`config.mk`:
```
export PLATFORM = sky130hd
export DESIGN_NAME = handheld_bus_address_decoder_flat
export DESIGN_NICKNAME = d
export VERILOG_FILES = /design/src/hdl/hbad_pkg.sv /design/src/hdl/hbad_req_if.sv /design/src/hdl/hbad_rsp_if.sv /design/src/hdl/hbad_decode.sv /design/src/hdl/handheld_bus_address_decoder.sv /design/src/flat_wrapper.sv
export SDC_FILE = /design/constraint.sdc
export NUM_CORES = 1
export LEC_CHECK = 0
export BUFFER_PORTS_ARGS = -buffer_cell sky130_fd_sc_hd__buf_4
export CAP_MARGIN = 20
export CORE_MARGIN = 2
export CORE_UTILIZATION = 55
export CTS_CLUSTER_SIZE = 25
export DETAILED_ROUTE_END_ITERATION = 8
export PLACE_DENSITY = 0.81
export SYNTH_ARGS = -nofsm -noshare
export SYNTH_HDL_FRONTEND = slang
export SYNTH_HIERARCHICAL = 1
export SYNTH_SLANG_ARGS = --single-unit
```
`constraint.sdc`:
```
create_clock -name clock -period 8.1 [get_ports clock]
set_clock_uncertainty 0.15 [all_clocks]
set_input_delay 1.62 -clock clock [delete_from_list [all_inputs] [get_ports clock]]
set_output_delay 1.62 -clock clock [all_outputs]
set_load 0.05 [all_outputs]
```
`src/hdl/hbad_pkg.sv`:
```
package hbad_pkg;

   // Address bits that reach the cartridge ROM
   localparam int ROM_ADDR_BITS = 25;
   localparam logic [24:0] ROM_MASK = 25'((33'd1 << ROM_ADDR_BITS) - 33'd1);

   // Target codes
   localparam logic [3:0] TGT_BIOS   = 4'd0;
   localparam logic [3:0] TGT_LATCH  = 4'd1;
   localparam logic [3:0] TGT_EWRAM  = 4'd2;
   localparam logic [3:0] TGT_IWRAM  = 4'd3;
   localparam logic [3:0] TGT_IO     = 4'd4;
   localparam logic [3:0] TGT_PAL    = 4'd5;
   localparam logic [3:0] TGT_VRAM   = 4'd6;
   localparam logic [3:0] TGT_OAM    = 4'd7;
   localparam logic [3:0] TGT_ROM    = 4'd8;
   localparam logic [3:0] TGT_EEPROM = 4'd9;
   localparam logic [3:0] TGT_SAVE   = 4'd10;
   localparam logic [3:0] TGT_GPIO   = 4'd11;
   localparam logic [3:0] TGT_CONST  = 4'd12;
   localparam logic [3:0] TGT_OPEN   = 4'd13;
   localparam logic [3:0] TGT_DROP   = 4'd14;

   // Access sizes and opcodes
   localparam logic [1:0] SZ_BYTE = 2'd0;
   localparam logic [1:0] SZ_HALF = 2'd1;
   localparam logic [1:0] SZ_WORD = 2'd2;
   localparam logic       OP_READ  = 1'b0;
   localparam logic       OP_WRITE = 1'b1;

   // Configuration register indexes
   localparam logic [2:0] REG_ROM_SIZE   = 3'd0;
   localparam logic [2:0] REG_EEPROM_EN  = 3'd1;
   localparam logic [2:0] REG_FLASH_EN   = 3'd2;
   localparam logic [2:0] REG_SRAM_EN    = 3'd3;
   localparam logic [2:0] REG_GPIO_EN    = 3'd4;
   localparam logic [2:0] REG_TILT_EN    = 3'd5;
   localparam logic [2:0] REG_FLASH_LOW  = 3'd6;

   localparam int CSR_ADDR_BITS = 5;

   typedef struct packed {
      logic        opcode;
      logic [1:0]  access_size;
      logic [31:0] bus_address;
      logic [31:0] write_value;
      logic        pc_in_bios;
      logic        bitmap_mode;
      logic [11:0] tilt_x;
      logic [11:0] tilt_y;
   } req_type;

   typedef struct packed {
      logic [3:0]  target;
      logic [24:0] local_addr;
      logic [3:0]  byte_enables;
      logic [31:0] lane_data;
      logic [1:0]  read_rotate;
      logic [1:0]  replicate_count;
      logic [31:0] const_data;
      logic        latch_bios;
      logic [13:0] latch_addr;
   } rsp_type;

   typedef struct packed {
      logic [25:0] rom_size;
      logic        eeprom_enable;
      logic        flash_enable;
      logic        sram_enable;
      logic        gpio_present;
      logic        tilt_enable;
      logic [1:0]  flash_low_bits;
   } cfg_type;

endpackage

```
`src/hdl/hbad_req_if.sv`:
```
interface hbad_req_if;
   import hbad_pkg::*;

   logic        valid;
   logic        ready;
   logic        opcode;
   logic [1:0]  access_size;
   logic [31:0] bus_address;
   logic [31:0] write_value;
   logic        pc_in_bios;
   logic        bitmap_mode;
   logic [11:0] tilt_x;
   logic [11:0] tilt_y;

   modport source (output valid, opcode, access_size, bus_address, write_value,
                   pc_in_bios, bitmap_mode, tilt_x, tilt_y, input ready);
   modport sink   (input valid, opcode, access_size, bus_address, write_value,
                   pc_in_bios, bitmap_mode, tilt_x, tilt_y, output ready);
endinterface

```
`src/hdl/hbad_rsp_if.sv`:
```
interface hbad_rsp_if;
   import hbad_pkg::*;

   logic        valid;
   logic        ready;
   logic [3:0]  target;
   logic [24:0] local_addr;
   logic [3:0]  byte_enables;
   logic [31:0] lane_data;
   logic [1:0]  read_rotate;
   logic [1:0]  replicate_count;
   logic [31:0] const_data;
   logic        latch_bios;
   logic [13:0] latch_addr;

   modport source (output valid, target, local_addr, byte_enables, lane_data,
                   read_rotate, replicate_count, const_data, latch_bios,
                   latch_addr, input ready);
   modport sink   (input valid, target, local_addr, byte_enables, lane_data,
                   read_rotate, replicate_count, const_data, latch_bios,
                   latch_addr, output ready);
endinterface

```
`src/hdl/hbad_decode.sv`:
```
module hbad_decode (
   input  hbad_pkg::req_type req,
   input  hbad_pkg::cfg_type cfg,
   input  logic              gpio_seen,
   output hbad_pkg::rsp_type rsp,
   output logic              gpio_set
);
   import hbad_pkg::*;

   // The VRAM's upper 32 KiB window mirrors the 32 KiB below it.
   function automatic logic [16:0] vram_fold(input logic [16:0] x);
      logic [16:0] r;
      r = x;
      if (x > 17'h17FFF) begin
         r = x - 17'h08000;
      end
      return r;
   endfunction

   logic [1:0]  sz;
   logic [31:0] a;
   logic [31:0] al;
   logic [7:0]  region;
   logic        gpio_hit;
   logic [24:0] rom_off;
   logic [31:0] eff_read;
   logic [31:0] eff_write;
   logic        tilt_ok;
   logic [16:0] vx;
   logic [15:0] half_addr;
   logic        lanes;
   logic [7:0]  vb;

   assign a         = req.bus_address;
   assign sz        = (req.access_size == 2'd3) ? SZ_WORD : req.access_size;
   assign region    = al[31:24];
   assign gpio_hit  = (al >= 32'h080000C4) && (al <= 32'h080000C8);
   assign rom_off   = al[24:0] & ROM_MASK;
   assign eff_read  = (sz == SZ_WORD) ? (a + {30'd0, cfg.flash_low_bits}) : a;
   assign eff_write = (sz == SZ_BYTE) ? a : (a + {30'd0, cfg.flash_low_bits});
   assign tilt_ok   = (sz == SZ_BYTE) && cfg.tilt_enable;
   assign vx        = {a[16:1], 1'b0};
   assign half_addr = al[16:1];
   assign vb        = req.write_value[7:0];

   always_comb begin
      unique case (sz)
         SZ_BYTE: al = a;
         SZ_HALF: al = {a[31:1], 1'b0};
         default: al = {a[31:2], 2'b00};
      endcase
   end

   always_comb begin
      rsp      = '0;
      lanes    = 1'b0;
      gpio_set = 1'b0;
      if (req.opcode == OP_READ) begin
         rsp.target = TGT_OPEN;
         unique case (sz)
            SZ_HALF: rsp.read_rotate = {1'b0, a[0]};
            SZ_WORD: rsp.read_rotate = a[1:0];
            default: rsp.read_rotate = 2'd0;
         endcase
         unique case (region)
            8'h00: begin
               if (req.pc_in_bios) begin
                  rsp.target     = TGT_BIOS;
                  rsp.local_addr = {11'd0, al[13:0]};
                  rsp.latch_bios = 1'b1;
                  rsp.latch_addr = (al[13:0] + 14'd8) & 14'h3FFC;
               end else if (al < 32'h00004000) begin
                  rsp.target     = TGT_LATCH;
                  rsp.local_addr = {23'd0, al[1:0]};
               end
            end
            8'h02: begin
               rsp.target = TGT_EWRAM; rsp.local_addr = {7'd0, al[17:0]};
            end
            8'h03: begin
               rsp.target = TGT_IWRAM; rsp.local_addr = {10'd0, al[14:0]};
            end
            8'h04: begin
               if (al < 32'h04000400) begin
                  rsp.target = TGT_IO; rsp.local_addr = {15'd0, al[9:0]};
               end
            end
            8'h05: begin
               rsp.target = TGT_PAL; rsp.local_addr = {15'd0, al[9:0]};
            end
            8'h06: begin
               rsp.target = TGT_VRAM; rsp.local_addr = {8'd0, vram_fold(al[16:0])};
            end
            8'h07: begin
               rsp.target = TGT_OAM; rsp.local_addr = {15'd0, al[9:0]};
            end
            8'h08, 8'h09, 8'h0A, 8'h0B, 8'h0C: begin
               if (sz != SZ_BYTE && cfg.gpio_present && gpio_seen && gpio_hit) begin
                  rsp.target = TGT_GPIO; rsp.local_addr = rom_off;
               end else if ({1'b0, rom_off} < cfg.rom_size) begin
                  rsp.target = TGT_ROM; rsp.local_addr = rom_off;
               end else begin
                  // Past the end of ROM the bus returns its own address pattern.
                  rsp.target = TGT_CONST;
                  unique case (sz)
                     SZ_BYTE: rsp.const_data = {24'd0, (a[0] ? a[16:9] : a[8:1])};
                     SZ_HALF: rsp.const_data = {16'd0, half_addr};
                     default: rsp.const_data = {half_addr + 16'd1, half_addr};
                  endcase
               end
            end
            8'h0D: begin
               if (cfg.eeprom_enable) begin
                  rsp.target = TGT_EEPROM;
               end else if (sz != SZ_BYTE) begin
                  rsp.target = TGT_CONST;
               end
            end
            8'h0E, 8'h0F: begin
               if (tilt_ok && a == 32'h0E008200) begin
                  rsp.target = TGT_CONST; rsp.const_data = {24'd0, req.tilt_x[7:0]};
               end else if (tilt_ok && a == 32'h0E008300) begin
                  rsp.target     = TGT_CONST;
                  rsp.const_data = {24'd0, 4'h8, req.tilt_x[11:8]};
               end else if (tilt_ok && a == 32'h0E008400) begin
                  rsp.target = TGT_CONST; rsp.const_data = {24'd0, req.tilt_y[7:0]};
               end else if (tilt_ok && a == 32'h0E008500) begin
                  rsp.target     = TGT_CONST;
                  rsp.const_data = {28'd0, req.tilt_y[11:8]};
               end else if (cfg.flash_enable || cfg.sram_enable) begin
                  rsp.target          = TGT_SAVE;
                  rsp.local_addr      = eff_read[24:0];
                  rsp.replicate_count = sz;
               end
            end
            default: rsp.target = TGT_OPEN;
         endcase
      end else begin
         rsp.target = TGT_DROP;
         unique case (region)
            8'h02: begin
               rsp.target = TGT_EWRAM; rsp.local_addr = {7'd0, al[17:0]}; lanes = 1'b1;
            end
            8'h03: begin
               rsp.target = TGT_IWRAM; rsp.local_addr = {10'd0, al[14:0]}; lanes = 1'b1;
            end
            8'h04: begin
               if (al < 32'h04000400) begin
                  rsp.target = TGT_IO; rsp.local_addr = {15'd0, al[9:0]}; lanes = 1'b1;
               end
            end
            8'h05: begin
               rsp.target = TGT_PAL;
               if (sz == SZ_BYTE) begin
                  // A byte write lands on the whole halfword, duplicated.
                  rsp.local_addr   = {15'd0, a[9:1], 1'b0};
                  rsp.byte_enables = a[1] ? 4'b1100 : 4'b0011;
                  rsp.lane_data    = a[1] ? {vb, vb, 16'd0} : {16'd0, vb, vb};
               end else begin
                  rsp.local_addr = {15'd0, al[9:0]}; lanes = 1'b1;
               end
            end
            8'h06: begin
               if (sz == SZ_BYTE) begin
                  if ((!req.bitmap_mode && vx <= 17'h0FFFF) ||
                      (req.bitmap_mode && vx <= 17'h13FFF)) begin
                     rsp.target       = TGT_VRAM;
                     rsp.local_addr   = {8'd0, vram_fold(vx)};
                     rsp.byte_enables = a[1] ? 4'b1100 : 4'b0011;
                     rsp.lane_data    = a[1] ? {vb, vb, 16'd0} : {16'd0, vb, vb};
                  end
               end else if (!req.bitmap_mode || al[16:14] != 3'b110) begin
                  rsp.target     = TGT_VRAM;
                  rsp.local_addr = {8'd0, vram_fold(al[16:0])};
                  lanes          = 1'b1;
               end
            end
            8'h07: begin
               if (sz != SZ_BYTE) begin
                  rsp.target = TGT_OAM; rsp.local_addr = {15'd0, al[9:0]}; lanes = 1'b1;
               end
            end
            8'h08: begin
               if (sz != SZ_BYTE && cfg.gpio_present && gpio_hit) begin
                  rsp.target       = TGT_GPIO;
                  rsp.local_addr   = rom_off;
                  rsp.byte_enables = 4'b0011;
                  rsp.lane_data    = {16'd0, req.write_value[15:0]};
                  gpio_set         = 1'b1;
               end
            end
            8'h0D: begin
               if (cfg.eeprom_enable) begin
                  rsp.target       = TGT_EEPROM;
                  rsp.byte_enables = 4'b0001;
                  rsp.lane_data    = {24'd0, vb};
               end
            end
            8'h0E, 8'h0F: begin
               if (!cfg.eeprom_enable || cfg.flash_enable || cfg.sram_enable) begin
                  rsp.target       = TGT_SAVE;
                  rsp.local_addr   = eff_write[24:0];
                  rsp.byte_enables = 4'b0001;
                  rsp.lane_data    = {24'd0, vb};
               end
            end
            default: rsp.target = TGT_DROP;
         endcase
         if (lanes) begin
            unique case (sz)
               SZ_BYTE: begin
                  rsp.byte_enables = 4'b0001 << a[1:0];
                  rsp.lane_data    = {24'd0, vb} << {a[1:0], 3'b000};
               end
               SZ_HALF: begin
                  rsp.byte_enables = a[1] ? 4'b1100 : 4'b0011;
                  rsp.lane_data    = a[1] ? {req.write_value[15:0], 16'd0}
                                          : {16'd0, req.write_value[15:0]};
               end
               default: begin
                  rsp.byte_enables = 4'b1111;
                  rsp.lane_data    = req.write_value;
               end
            endcase
         end
      end
   end

endmodule

```
`src/hdl/handheld_bus_address_decoder.sv`:
```
// Bus address decoder for a handheld console memory map.
// The req_chan channel takes one CPU bus access per item: opcode, size,
// address, write data and a few core status bits. The rsp_chan channel
// returns one decoded item per access: target, local address, byte enables
// and lane data for writes, read rotation, save byte replication, made-up
// read data and the BIOS latch request.
// From acceptance to the result being shown, the access is held in an input
// register, decoded by combinational logic and caught in the result
// register. One item is accepted in every cycle while the receiver does not
// stall; the rate is set by the single decode pass between those two
// registers.
// When the receiver stalls, the result register holds and the input
// register keeps accepting until it is also full, so at most two items
// wait inside the block.
// The csr_ port is APB-style; registers lie at byte address 4*index and
// should only be written while the block is idle.
// Reset is synchronous: it empties both stages, clears the GPIO-seen flag
// and returns the registers to their defaults.
module handheld_bus_address_decoder (
   input  logic                               clock,
   input  logic                               reset,
   hbad_req_if.sink                           req_chan,
   hbad_rsp_if.source                         rsp_chan,
   input  logic                               csr_psel,
   input  logic                               csr_penable,
   input  logic                               csr_pwrite,
   input  logic [hbad_pkg::CSR_ADDR_BITS-1:0] csr_paddr,
   input  logic [31:0]                        csr_pwdata,
   output logic [31:0]                        csr_prdata,
   output logic                               csr_pready
);
   import hbad_pkg::*;

   // Configuration registers
   cfg_type     cfg_ff;
   logic        csr_write;
   logic [2:0]  csr_index;

   // Input stage
   logic        in_valid_ff;
   req_type     in_ff;
   req_type     in_in;

   // Result stage
   logic        out_valid_ff;
   rsp_type     out_ff;
   rsp_type     out_in;

   // Set once a halfword or word write has reached the GPIO port.
   logic        gpio_seen_ff;
   logic        gpio_set;

   logic        req_take;
   logic        out_load;

   assign csr_pready = 1'b1;
   assign csr_write  = csr_psel && csr_penable && csr_pwrite && csr_pready;
   assign csr_index  = csr_paddr[4:2];

   always_ff @(posedge clock) begin
      if (reset) begin
         cfg_ff.rom_size       <= '0;
         cfg_ff.eeprom_enable  <= 1'b1;
         cfg_ff.flash_enable   <= 1'b1;
         cfg_ff.sram_enable    <= 1'b1;
         cfg_ff.gpio_present   <= 1'b0;
         cfg_ff.tilt_enable    <= 1'b0;
         cfg_ff.flash_low_bits <= '0;
      end else if (csr_write) begin
         unique case (csr_index)
            REG_ROM_SIZE:  cfg_ff.rom_size       <= csr_pwdata[25:0];
            REG_EEPROM_EN: cfg_ff.eeprom_enable  <= csr_pwdata[0];
            REG_FLASH_EN:  cfg_ff.flash_enable   <= csr_pwdata[0];
            REG_SRAM_EN:   cfg_ff.sram_enable    <= csr_pwdata[0];
            REG_GPIO_EN:   cfg_ff.gpio_present   <= csr_pwdata[0];
            REG_TILT_EN:   cfg_ff.tilt_enable    <= csr_pwdata[0];
            REG_FLASH_LOW: cfg_ff.flash_low_bits <= csr_pwdata[1:0];
            default: ;
         endcase
      end
   end

   always_comb begin
      unique case (csr_index)
         REG_ROM_SIZE:  csr_prdata = {6'd0, cfg_ff.rom_size};
         REG_EEPROM_EN: csr_prdata = {31'd0, cfg_ff.eeprom_enable};
         REG_FLASH_EN:  csr_prdata = {31'd0, cfg_ff.flash_enable};
         REG_SRAM_EN:   csr_prdata = {31'd0, cfg_ff.sram_enable};
         REG_GPIO_EN:   csr_prdata = {31'd0, cfg_ff.gpio_present};
         REG_TILT_EN:   csr_prdata = {31'd0, cfg_ff.tilt_enable};
         REG_FLASH_LOW: csr_prdata = {30'd0, cfg_ff.flash_low_bits};
         default:       csr_prdata = 32'd0;
      endcase
   end

   // The result register loads whenever it is empty or being emptied; the
   // input register may refill in the same cycle that it hands its item on.
   assign out_load       = in_valid_ff && (!out_valid_ff || rsp_chan.ready);
   assign req_chan.ready = !in_valid_ff || out_load;
   assign req_take       = req_chan.valid && req_chan.ready;

   assign in_in.opcode      = req_chan.opcode;
   assign in_in.access_size = req_chan.access_size;
   assign in_in.bus_address = req_chan.bus_address;
   assign in_in.write_value = req_chan.write_value;
   assign in_in.pc_in_bios  = req_chan.pc_in_bios;
   assign in_in.bitmap_mode = req_chan.bitmap_mode;
   assign in_in.tilt_x      = req_chan.tilt_x;
   assign in_in.tilt_y      = req_chan.tilt_y;

   always_ff @(posedge clock) begin
      if (reset) begin
         in_valid_ff <= 1'b0;
      end else if (req_take) begin
         in_valid_ff <= 1'b1;
      end else if (out_load) begin
         in_valid_ff <= 1'b0;
      end
   end

   always_ff @(posedge clock) begin
      if (req_take) begin
         in_ff <= in_in;
      end
   end

   hbad_decode u_decode (
      .req       (in_ff),
      .cfg       (cfg_ff),
      .gpio_seen (gpio_seen_ff),
      .rsp       (out_in),
      .gpio_set  (gpio_set)
   );

   // The flag changes only as an item leaves the input register, so the
   // next item decoded sees the effect of all earlier ones.
   always_ff @(posedge clock) begin
      if (reset) begin
         gpio_seen_ff <= 1'b0;
      end else if (out_load && gpio_set) begin
         gpio_seen_ff <= 1'b1;
      end
   end

   always_ff @(posedge clock) begin
      if (reset) begin
         out_valid_ff <= 1'b0;
      end else if (out_load) begin
         out_valid_ff <= 1'b1;
      end else if (rsp_chan.ready) begin
         out_valid_ff <= 1'b0;
      end
   end

   always_ff @(posedge clock) begin
      if (out_load) begin
         out_ff <= out_in;
      end
   end

   assign rsp_chan.valid           = out_valid_ff;
   assign rsp_chan.target          = out_ff.target;
   assign rsp_chan.local_addr      = out_ff.local_addr;
   assign rsp_chan.byte_enables    = out_ff.byte_enables;
   assign rsp_chan.lane_data       = out_ff.lane_data;
   assign rsp_chan.read_rotate     = out_ff.read_rotate;
   assign rsp_chan.replicate_count = out_ff.replicate_count;
   assign rsp_chan.const_data      = out_ff.const_data;
   assign rsp_chan.latch_bios      = out_ff.latch_bios;
   assign rsp_chan.latch_addr      = out_ff.latch_addr;

endmodule
```
`src/flat_wrapper.sv`:
```
// flat-port wrapper written by rule: the top's interface ports become plain ports
module handheld_bus_address_decoder_flat import hbad_pkg::*;
  (clock, reset, csr_psel, csr_penable, csr_pwrite, csr_paddr, csr_pwdata, csr_prdata, csr_pready, req_chan_valid, req_chan_opcode, req_chan_access_size, req_chan_bus_address, req_chan_write_value, req_chan_pc_in_bios, req_chan_bitmap_mode, req_chan_tilt_x, req_chan_tilt_y, req_chan_ready, rsp_chan_valid, rsp_chan_target, rsp_chan_local_addr, rsp_chan_byte_enables, rsp_chan_lane_data, rsp_chan_read_rotate, rsp_chan_replicate_count, rsp_chan_const_data, rsp_chan_latch_bios, rsp_chan_latch_addr, rsp_chan_ready);
  hbad_req_if req_chan_i ();
  hbad_rsp_if rsp_chan_i ();
  input  logic clock;
  input  logic reset;
  input  logic csr_psel;
  input  logic csr_penable;
  input  logic csr_pwrite;
  input  logic [hbad_pkg::CSR_ADDR_BITS-1:0] csr_paddr;
  input  logic [31:0] csr_pwdata;
  output logic [31:0] csr_prdata;
  output logic csr_pready;
  input wire logic [$bits(req_chan_i.valid)-1:0] req_chan_valid;
  input wire logic [$bits(req_chan_i.opcode)-1:0] req_chan_opcode;
  input wire logic [$bits(req_chan_i.access_size)-1:0] req_chan_access_size;
  input wire logic [$bits(req_chan_i.bus_address)-1:0] req_chan_bus_address;
  input wire logic [$bits(req_chan_i.write_value)-1:0] req_chan_write_value;
  input wire logic [$bits(req_chan_i.pc_in_bios)-1:0] req_chan_pc_in_bios;
  input wire logic [$bits(req_chan_i.bitmap_mode)-1:0] req_chan_bitmap_mode;
  input wire logic [$bits(req_chan_i.tilt_x)-1:0] req_chan_tilt_x;
  input wire logic [$bits(req_chan_i.tilt_y)-1:0] req_chan_tilt_y;
  output wire logic [$bits(req_chan_i.ready)-1:0] req_chan_ready;
  output wire logic [$bits(rsp_chan_i.valid)-1:0] rsp_chan_valid;
  output wire logic [$bits(rsp_chan_i.target)-1:0] rsp_chan_target;
  output wire logic [$bits(rsp_chan_i.local_addr)-1:0] rsp_chan_local_addr;
  output wire logic [$bits(rsp_chan_i.byte_enables)-1:0] rsp_chan_byte_enables;
  output wire logic [$bits(rsp_chan_i.lane_data)-1:0] rsp_chan_lane_data;
  output wire logic [$bits(rsp_chan_i.read_rotate)-1:0] rsp_chan_read_rotate;
  output wire logic [$bits(rsp_chan_i.replicate_count)-1:0] rsp_chan_replicate_count;
  output wire logic [$bits(rsp_chan_i.const_data)-1:0] rsp_chan_const_data;
  output wire logic [$bits(rsp_chan_i.latch_bios)-1:0] rsp_chan_latch_bios;
  output wire logic [$bits(rsp_chan_i.latch_addr)-1:0] rsp_chan_latch_addr;
  input wire logic [$bits(rsp_chan_i.ready)-1:0] rsp_chan_ready;
  assign req_chan_i.valid = req_chan_valid;
  assign req_chan_i.opcode = req_chan_opcode;
  assign req_chan_i.access_size = req_chan_access_size;
  assign req_chan_i.bus_address = req_chan_bus_address;
  assign req_chan_i.write_value = req_chan_write_value;
  assign req_chan_i.pc_in_bios = req_chan_pc_in_bios;
  assign req_chan_i.bitmap_mode = req_chan_bitmap_mode;
  assign req_chan_i.tilt_x = req_chan_tilt_x;
  assign req_chan_i.tilt_y = req_chan_tilt_y;
  assign req_chan_ready = req_chan_i.ready;
  assign rsp_chan_valid = rsp_chan_i.valid;
  assign rsp_chan_target = rsp_chan_i.target;
  assign rsp_chan_local_addr = rsp_chan_i.local_addr;
  assign rsp_chan_byte_enables = rsp_chan_i.byte_enables;
  assign rsp_chan_lane_data = rsp_chan_i.lane_data;
  assign rsp_chan_read_rotate = rsp_chan_i.read_rotate;
  assign rsp_chan_replicate_count = rsp_chan_i.replicate_count;
  assign rsp_chan_const_data = rsp_chan_i.const_data;
  assign rsp_chan_latch_bios = rsp_chan_i.latch_bios;
  assign rsp_chan_latch_addr = rsp_chan_i.latch_addr;
  assign rsp_chan_i.ready = rsp_chan_ready;
  handheld_bus_address_decoder u_core (.clock(clock), .reset(reset), .req_chan(req_chan_i), .rsp_chan(rsp_chan_i), .csr_psel(csr_psel), .csr_penable(csr_penable), .csr_pwrite(csr_pwrite), .csr_paddr(csr_paddr), .csr_pwdata(csr_pwdata), .csr_prdata(csr_prdata), .csr_pready(csr_pready));
endmodule
```
==> flow_summary.ini, run 1 <==
[run_status]
outcome = finished, final reports clean

[power]
vdd_drop_max_v = 0.000127
powerDensity_nw_per_um2 = 192
leakage_uw = 0.00577

[placed_design]
numPortBuffers = 272
gp_congestion = 0.952
hpwl_mm = 26.5
dp_cells = 1642

[yosys]
ys_seq_elements = 245
synth_area_leader_cell = edfxtp_1
synth_area_leaders = edfxtp_1, dfxtp_1, a21oi_1, and2_1, ha_1
async_flop_share_pct = 0
synth_top_cell_area_share_pct = 49.3
synth_flop_cell = edfxtp_1
syn-instance-count = 1167
synth_compound_area_share_pct = 15.3
ys_warn_count = 6
synth.most_common_cell = edfxtp_1
synth_adder_area_share_pct = 3.10
synth_top_family_by_area = simple AND/OR/NAND/NOR gates
synth_edf_count = 209
yosysSeqAreaShare_pct = 54.9
muxShareOfSynthArea_pct = 1.82
synthSimpleGateAreaFrac_pct = 18.3
yosys-top-cells-count = edfxtp_1, a21oi_1, nand2_1
syn_area_per_cell_um2 = 10.9
syn_area_um2 = 12700
synth_cell_types = 85
synth_xor_area_share_pct = 0.894

[setup_path]
setup.worst_path.end_class = primary output
r2r_cells = 9
cp-start-kind = input port
cp_data_required_time_ns = 6.33
r2r_start = u_core/in_ff[59]
r2r_slack_ns = 3.53
cp_max_fo = 33
crit_arrival_ns = 2.90
crit_type = input port to primary output
reg2reg_to = u_core/rsp_chan.local_addr[7]

[cts]
cts.path.max_buffers = 3
insertion_delay_ns = 0.53
ctsResizeCount = 0
cts_sinks = 245
cts-root-buf = clkbuf_16
cts_tree = done
hold_buffers = 0
clk_pin_slew_worst_paths_ns = 0.06
ctsHtreeMaxLevel = 1
cts_setup_buffers = 0
cts_inserted_buffers = 25

[job]
cap_violations = 0

[timing]
finalSetupTns_ns = 0
hold_viol = 0
clock.fmax_mhz = 214
whs_ns = 0.340
fin_crit_sh_pct = 57.7
period_needed_ns = 4.67
rsz0062_at_grt = false
worst_pin_slew_ns = 1.16
maxSlewViolCount = 0
max-slew-margin-rel_pct = 22.9
finalSetupViolCount = 0

[floorplan]
die_h_um = 156
num_rows = 55
start_util_pct = 56.1
die_x_um = 156
dieArea_um2 = 24400
pin_count = 288
coreArea_um2 = 22700

[global_route]
grt_pass1_wl_mm = 56.9
antenna_found_initial = 0
grt.total_usage_pct = 30.3
grt-ovfl-total = 0
grt_max_degree = 65
grt_pass1_vias = 10200

[hold_path]
hp-start = u_core/cfg_ff[13]
hold_path_class = flip-flop to flip-flop
worstHoldEndpoint = u_core/cfg_ff[13]
holdPathStages = 2

[finish]
area_growth_pct = 21.8
utilization_pct = 68.4
fillers = 1723
diodes = 0
drive_gt1_share_pct = 25.4
nNetsFinal = 1553
final_cells = 1688

[route]
dr_total_vias = 10700
post-route-drc-count = 0
dr.pass1.iters = 5
vias_per_cell = 6.36
wire_per_inst_um = 22.6
ant_nets = 0
routed_wl_mm = 38.1
drtIter0Drc = 1292
-- area by class of cell --
class,instances,area [um2],share of cell area (%)
clock buffers,28,637,4.10
multi-input cells,789,5080,32.7
repair buffers,283,2130,13.7
clock inverters,17,168,1.08
flip-flops and latches,245,7000,45.1
well taps,285,357,2.30
inverters,41,154,0.991
-- worst max-delay path: stages --
cell	delay (ns)
buf_4	0.33
mux2_2	0.39
a22oi_1	0.19
o21ai_0	0.13
buf_4	0.22
-- where the power goes --
part,internal [uW],total [uW],switching (uW)
sequential,1430,1490,55.4
combinational,120,360,241
clock,661,1130,473
-- metal layers --
layer,vias up,GRT usage [%],wire length (um)
met2,702,48.6,17800
met3,106,7.22,4220
met4,0,10.7,1210
li1,4836,-,-
met5,-,0,0
met1,5085,40.6,14900
-- flip-flops by register name, summed over array words and instances (netlist names), 2 cells and up --
register and flops:
u_core/rsp_chan.replicate_count 2, u_core/rsp_chan.read_rotate 2, u_core/rsp_chan.latch_addr 14, u_core/rsp_chan.target 4, u_core/cfg_ff 33, u_core/in_ff 93, u_core/rsp_chan.const_data 32, u_core/rsp_chan.lane_data 32
u_core/rsp_chan.byte_enables 4, u_core/rsp_chan.local_addr 25
-- cell families (layout without fill, tap and decap cells) --
| family | Yosys count | in the layout |
|---|---|---|
| XOR/XNOR | 13 | 13 |
| AO/OA/AOI/OAI | 283 | 283 |
| other | 3 | 9 |
| multiplexers | 22 | 22 |
| buffers and inverters | 139 | 369 |
| flip-flops | 245 | 245 |
| adder cells (fa/ha/maj) | 31 | 31 |
| AND/OR/NAND/NOR | 431 | 431 |
-- per-stage QoR --
stage | setup slack (ns) | area (um2) | power, uW
after floorplan | 1.18 | 12800 | 1730
after global placement | 3.49 | 14700 | 1860
after detailed placement | 3.44 | 14700 | 1870
after CTS | 3.44 | 15500 | 2990
after global routing | 3.37 | 15500 | 3060
final | 3.43 | 15500 | 2980
-- worst max path at each step --
stage	from	end	slack, ns	depth (start not counted)
3_5_place_dp	csr_paddr[3]	csr_prdata[11]	3.44	5
2_1_floorplan	rsp_chan_ready	u_core/in_ff[0]	1.18	2
5_1_grt	csr_paddr[3]	csr_prdata[22]	3.37	5
4_1_cts	csr_paddr[2]	csr_prdata[0]	3.44	5
3_3_place_gp	csr_paddr[3]	csr_prdata[9]	3.49	5
6_report	csr_paddr[2]	csr_prdata[0]	3.43	5
-- cell usage in the layout, fill, tap and decap left out, types with 9 or more instances in the layout --
master / Yosys / routed
a21oi_1: 80 / 79
a22o_1: 17 / 17
a22oi_1: 18 / 18
a31oi_1: 15 / 15
and2_1: 60 / 59
and3_1: 29 / 29
buf_4: 11 / 282
clkbuf_16: 0 / 25
clkinv_2: 0 / 10
conb_1: 3 / 9
dfxtp_1: 36 / 36
edfxtp_1: 209 / 209
ha_1: 30 / 30
inv_1: 40 / 40
mux2_2: 9 / 9
mux2i_1: 13 / 13
nand2_1: 76 / 76
nand2b_1: 18 / 18
nand3_1: 51 / 51
nand4_1: 19 / 19
nor2_1: 74 / 74
nor2b_1: 14 / 14
nor3_1: 32 / 32
nor4_1: 13 / 12
o211ai_1: 10 / 10
o21ai_0: 36 / 36
o2bb2ai_1: 11 / 11
o31ai_1: 12 / 12
o41ai_1: 25 / 25
xnor2_1: 10 / 10
No activity file was read; power rests on OpenSTA's default activity.
==> inputs of run 2 (changes only) <==
Settings changed: CORE_UTILIZATION 55 to 50, PLACE_DENSITY 0.81 to 0.78.
Clock period 8.1 ns to 4.1 ns, I/O delays scaled along.
==> run 2 against run 1 <==
  * Final cell count increased by 4.9%
  * Via count decreased by 0.69%
  * Cell area increased by 2.1%
  * Core utilization decreased by 5.2 points
  * Combinational power increased by 110%
  * Critical path depth increased by 2
==> flow_summary.ini, run 2 (synthesized netlist as in run 1, its figures left out) <==
[finish]
layout_common_cells = buf_4, edfxtp_1, a21oi_1, nand2_1, nor2_1
multiInputGateArea_um2 = 5080
largest_reg_flops = 93
regArea_um2 = 7000
area_growth_pct = 24.5
fillers = 2039
nNetsFinal = 1591
top_regs = u_core/in_ff x93, u_core/cfg_ff x33
mostFrequentLayoutCell = buf_4
top_register = u_core/in_ff
drive_gt1_share_pct = 26.9
diodes = 0

[timing]
maxSlewViolCount = 0
fin_crit_sh_pct = 91.4
max-slew-margin-rel_pct = 18.0
rsz0062_at_grt = false
finalSetupViolCount = 0
finalSetupTns_ns = 0
clock.fmax_mhz = 267
hold_viol = 0
worst_pin_slew_ns = 1.23
period_needed_ns = 3.75

[route]
routed-wl-met2_mm = 18.4
drtIter0Drc = 1091
drt-met1-wl_mm = 15.6
routed_wl_mm = 38.3
dr_total_vias = 10700
vias_per_cell = 6.02
dr.pass1.iters = 5
ant_nets = 0
post-route-drc-count = 0
wire_per_inst_um = 21.7
top_layer_used = met4
dr_wl_met3_mm = 3.48

[cts]
hold_buffers = 0
cts-root-buf = clkbuf_16
ctsResizeCount = 0
ctsHtreeMaxLevel = 1
cts_tree = done
cts_sinks = 245
insertion_delay_ns = 0.53
clk_pin_slew_worst_paths_ns = 0.06
cts_setup_buffers = 0
cts_inserted_buffers = 25
cts.path.max_buffers = 3

[setup_path]
cp_max_fo = 8
r2r_cells = 7
r2r_slack_ns = 0.35
cp-start-kind = flip-flop
cp_data_required_time_ns = 4.22
reg2reg_to = u_core/rsp_chan.local_addr[2]
crit_type = flip-flop to flip-flop
r2r_start = u_core/in_ff[78]
setup.worst_path.end_class = flip-flop
crit_arrival_ns = 3.87

[global_route]
grt_max_degree = 52
grt_pass1_vias = 10100
grt.total_usage_pct = 27.8
grt-ovfl-total = 0
antenna_found_initial = 0
grt_pass1_wl_mm = 57.6

[floorplan]
die_x_um = 164
die_h_um = 164
pin_count = 288
dieArea_um2 = 26800
num_rows = 58
coreArea_um2 = 25100
start_util_pct = 50.7

[hold_path]
hp-start = req_chan_bus_address[4]
holdPathStages = 1
hold_path_class = input port to flip-flop
worstHoldEndpoint = u_core/in_ff[62]

[placed_design]
gp_congestion = 0.997
numPortBuffers = 272
hpwl_mm = 27.8

[run_status]
outcome = finished, final reports clean

[power]
internal_power_uw = 4330
powerDensity_nw_per_um2 = 369
vdd_drop_max_v = 0.000372
leakage_uw = 0.00594
pwr-share-comb_pct = 13.1
switching_share_pct = 25.9
p_sw_uw = 1510
power_uw = 5840
clockPowerShare_pct = 37.2
p_seq_share_pct = 49.7

[job]
cap_violations = 0
==> run 2: cell types whose count changed in the layout (fill, tap and decap cells not counted), moves of 2 or more <==
cell / before / now
clkinv_2: 10 / 3
buf_4: 282 / 319
buf_12: 0 / 2
clkinv_1: 2 / 6
==> run 2: layer usage <==
layer | GRT usage [%] | vias up
li1 | - | 4915
met1 | 37.2 | 5063
met2 | 46.4 | 598
met3 | 5.36 | 79
met4 | 7.54 | 0
met5 | 0 | -
==> run 2: final cells by class <==
class,count,share of cell area [%]
clock buffer,29,4.04
clock inverter,15,0.868
inverter,41,0.971
multi-input combinational,789,32.0
sequential,245,44.1
tap,330,2.60
timing repair buffer,321,15.4
==> run 2: power by group through the flow <==
stage          clock [uW]  combinational (uW)  sequential, uW
5_1_grt              2310                 805            2920
3_3_place_gp            0                 748            2950
6_report             2170                 766            2910
3_5_place_dp            0                 756            2960
4_1_cts              2200                 759            2910
2_1_floorplan           0                 279            3140
==> run 2: worst max-delay path, cell delays in order (launching register included) <==
cell,delay (ns)
edfxtp_1,0.51
or4_1,0.56
or3_4,0.40
or4_1,0.69
nand4_4,0.17
nor2_4,0.08
or4_4,0.56
a221o_1,0.37
==> run 2: stage by stage <==
step | setup WS (ns) | hold slack (ns) | util [%] | cells | cell area [um2]
floorplan | 0.0736 | 0.300 | - | 1173 | 12800
global placement | 0.435 | 0.314 | 60.1 | 1726 | 15100
detailed placement | 0.408 | 0.321 | 60.1 | 1726 | 15100
CTS | 0.397 | 0.305 | 63.2 | 1770 | 15900
global route | 0.330 | 0.305 | 63.2 | 1770 | 15900
finish | 0.354 | 0.317 | 63.2 | 1770 | 15900
==> run 2: how the worst max path moves through the flow <==
stage	from	endpoint	slack [ns]	depth (start not counted)
CTS	u_core/in_ff[78]	u_core/rsp_chan.local_addr[2]	0.40	7
detailed placement	u_core/in_ff[78]	u_core/rsp_chan.local_addr[2]	0.41	7
finish	u_core/in_ff[78]	u_core/rsp_chan.local_addr[2]	0.35	7
global placement	u_core/in_ff[78]	u_core/rsp_chan.local_addr[2]	0.44	7
global route	u_core/in_ff[78]	u_core/rsp_chan.local_addr[2]	0.33	7
floorplan	rsp_chan_ready	u_core/in_ff[0]	0.07	2
==> inputs of run 3 (changes only) <==
Settings changed: CORE_MARGIN 2 to 8.
==> run 3 against run 2 <==
  * Die area grew 15%
  * Non-clock buffer count grew 3
  * Clock-buffer cell count grew 6
  * Total power grew 2.1%
  * Sequential power is essentially flat
  * Combinational power grew 0.8%
  * Critical path depth is the same
  * Setup slack gained 0.016 ns
  * Register-to-register slack gained 0.02 ns
  * Worst hold slack gained 0.0033 ns
  * Global-route usage shrank 3.2 points
  * Critical endpoint unchanged
  * Largest cell class unchanged
==> flow_summary.ini, run 3 (synthesized netlist as in run 1, its figures left out) <==
[route]
dr_total_vias = 10700
vias_per_cell = 6.04
post-route-drc-count = 0
dr.pass1.iters = 5
ant_nets = 0
routed_wl_mm = 39.8
wire_per_inst_um = 22.5
drtIter0Drc = 1110

[setup_path]
setup.worst_path.end_class = flip-flop
cp-start-kind = flip-flop
cp_max_fo = 8
reg2reg_to = u_core/rsp_chan.local_addr[2]
r2r_cells = 7
crit_arrival_ns = 3.85
cp_data_required_time_ns = 4.22
r2r_start = u_core/in_ff[78]
crit_type = flip-flop to flip-flop
critPathLaunch = u_core/in_ff[78]
r2r_slack_ns = 0.37
cp-endpoint = u_core/rsp_chan.local_addr[2]

[placed_design]
numPortBuffers = 272
hpwl_mm = 29.5
gp_congestion = 0.962

[timing]
max-slew-margin-rel_pct = 32.2
maxSlewViolCount = 0
finalSetupViolCount = 0
worst_pin_slew_ns = 1.01
finalSetupTns_ns = 0
hold_viol = 0
fin_crit_sh_pct = 91.0
whs_ns = 0.321
clock.fmax_mhz = 268
rsz0062_at_grt = false
period_needed_ns = 3.73

[finish]
drive_gt1_share_pct = 27.3
utilization_pct = 63.5
mostFrequentLayoutCell = buf_4
top_register = u_core/in_ff
diodes = 0
largest_reg_flops = 93
layout_common_cells = buf_4, edfxtp_1, a21oi_1, nand2_1, nor2_1
nNetsFinal = 1593
area_growth_pct = 25.1
top_regs = u_core/in_ff x93, u_core/cfg_ff x33

[cts]
ctsHtreeMaxLevel = 1
insertion_delay_ns = 0.52
cts-root-buf = clkbuf_16
hold_buffers = 0
cts_sinks = 245
ctsResizeCount = 0
cts_tree = done
cts_setup_buffers = 0
cts_inserted_buffers = 24
clk_pin_slew_worst_paths_ns = 0.07
cts.path.max_buffers = 3

[power]
vdd_drop_max_v = 0.000243
powerDensity_nw_per_um2 = 374
leakage_uw = 0.00598

[hold_path]
hold_path_class = input port to flip-flop
holdPathStages = 1

[floorplan]
coreArea_um2 = 25100
dieArea_um2 = 30800
die_x_um = 176
die_h_um = 176
start_util_pct = 50.7
pin_count = 288
num_rows = 58

[job]
cap_violations = 0

[global_route]
grt_max_degree = 59
grt_pass1_wl_mm = 60.1
grt_pass1_vias = 10600
grt.total_usage_pct = 24.6
grt-ovfl-total = 0
antenna_found_initial = 0

[run_status]
outcome = finished, final reports clean
run 3: changes by cell type in the layout (fill, tap and decap cells not counted), sizes merged:
cell,before,now
buf,321,324
bufinv,2,3
clkbuf,29,35
clkinv,10,4
inv,42,41
run 3: worst min path at each step:
stage	from	to	slack, ns
finish	req_chan_access_size[1]	u_core/in_ff[91]	0.32
global route	req_chan_opcode	u_core/in_ff[92]	0.30
CTS	req_chan_pc_in_bios	u_core/in_ff[25]	0.30
detailed placement	u_core/cfg_ff[23]	u_core/cfg_ff[23]	0.32
global placement	u_core/cfg_ff[23]	u_core/cfg_ff[23]	0.31
floorplan	u_core/gpio_seen_ff	u_core/gpio_seen_ff	0.30
run 3: report_power, final:
group / internal (uW) / total [uW] / leakage [uW] / switching (uW)
combinational: 261 / 772 / 0.00336 / 511
clock: 1380 / 2290 / 0.000403 / 912
sequential: 2830 / 2910 / 0.00222 / 78.4
run 3: critical path, stage by stage (launching register included):
cell,delay [ns]
edfxtp_1,0.51
or4_1,0.56
or3_4,0.41
or4_1,0.68
nand4_4,0.17
nor2_4,0.07
or4_4,0.56
a221o_1,0.37
run 3: per-layer routing:
metal  wire (um)  part of all wire [%]  GRT usage (%)
met5           0                     0              0
met4        1270                   3.2           8.41
met3        4040                    10           5.69
met2       19100                    48           40.6
met1       15500                    39           31.5
run 3: stage by stage:
step	total power (uW)	worst slack [ns]	area [um2]	std cells
global placement	3710	0.446	15100	1729
CTS	6010	0.392	15900	1773
finish	5970	0.370	15900	1773
global route	6150	0.300	15900	1773
floorplan	3410	0.0736	12800	1173
detailed placement	3720	0.407	15100	1729
run 3: cell type report:
| cell class | count | area, um2 |
|---|---|---|
| clock buffers | 35 | 703 |
| fillers | 2014 | 9160 |
| clock inverters | 9 | 129 |
| well taps | 330 | 413 |
| flip-flops and latches | 245 | 7000 |
| multi-input cells | 789 | 5080 |
| inverters | 41 | 154 |
| repair buffers | 324 | 2470 |
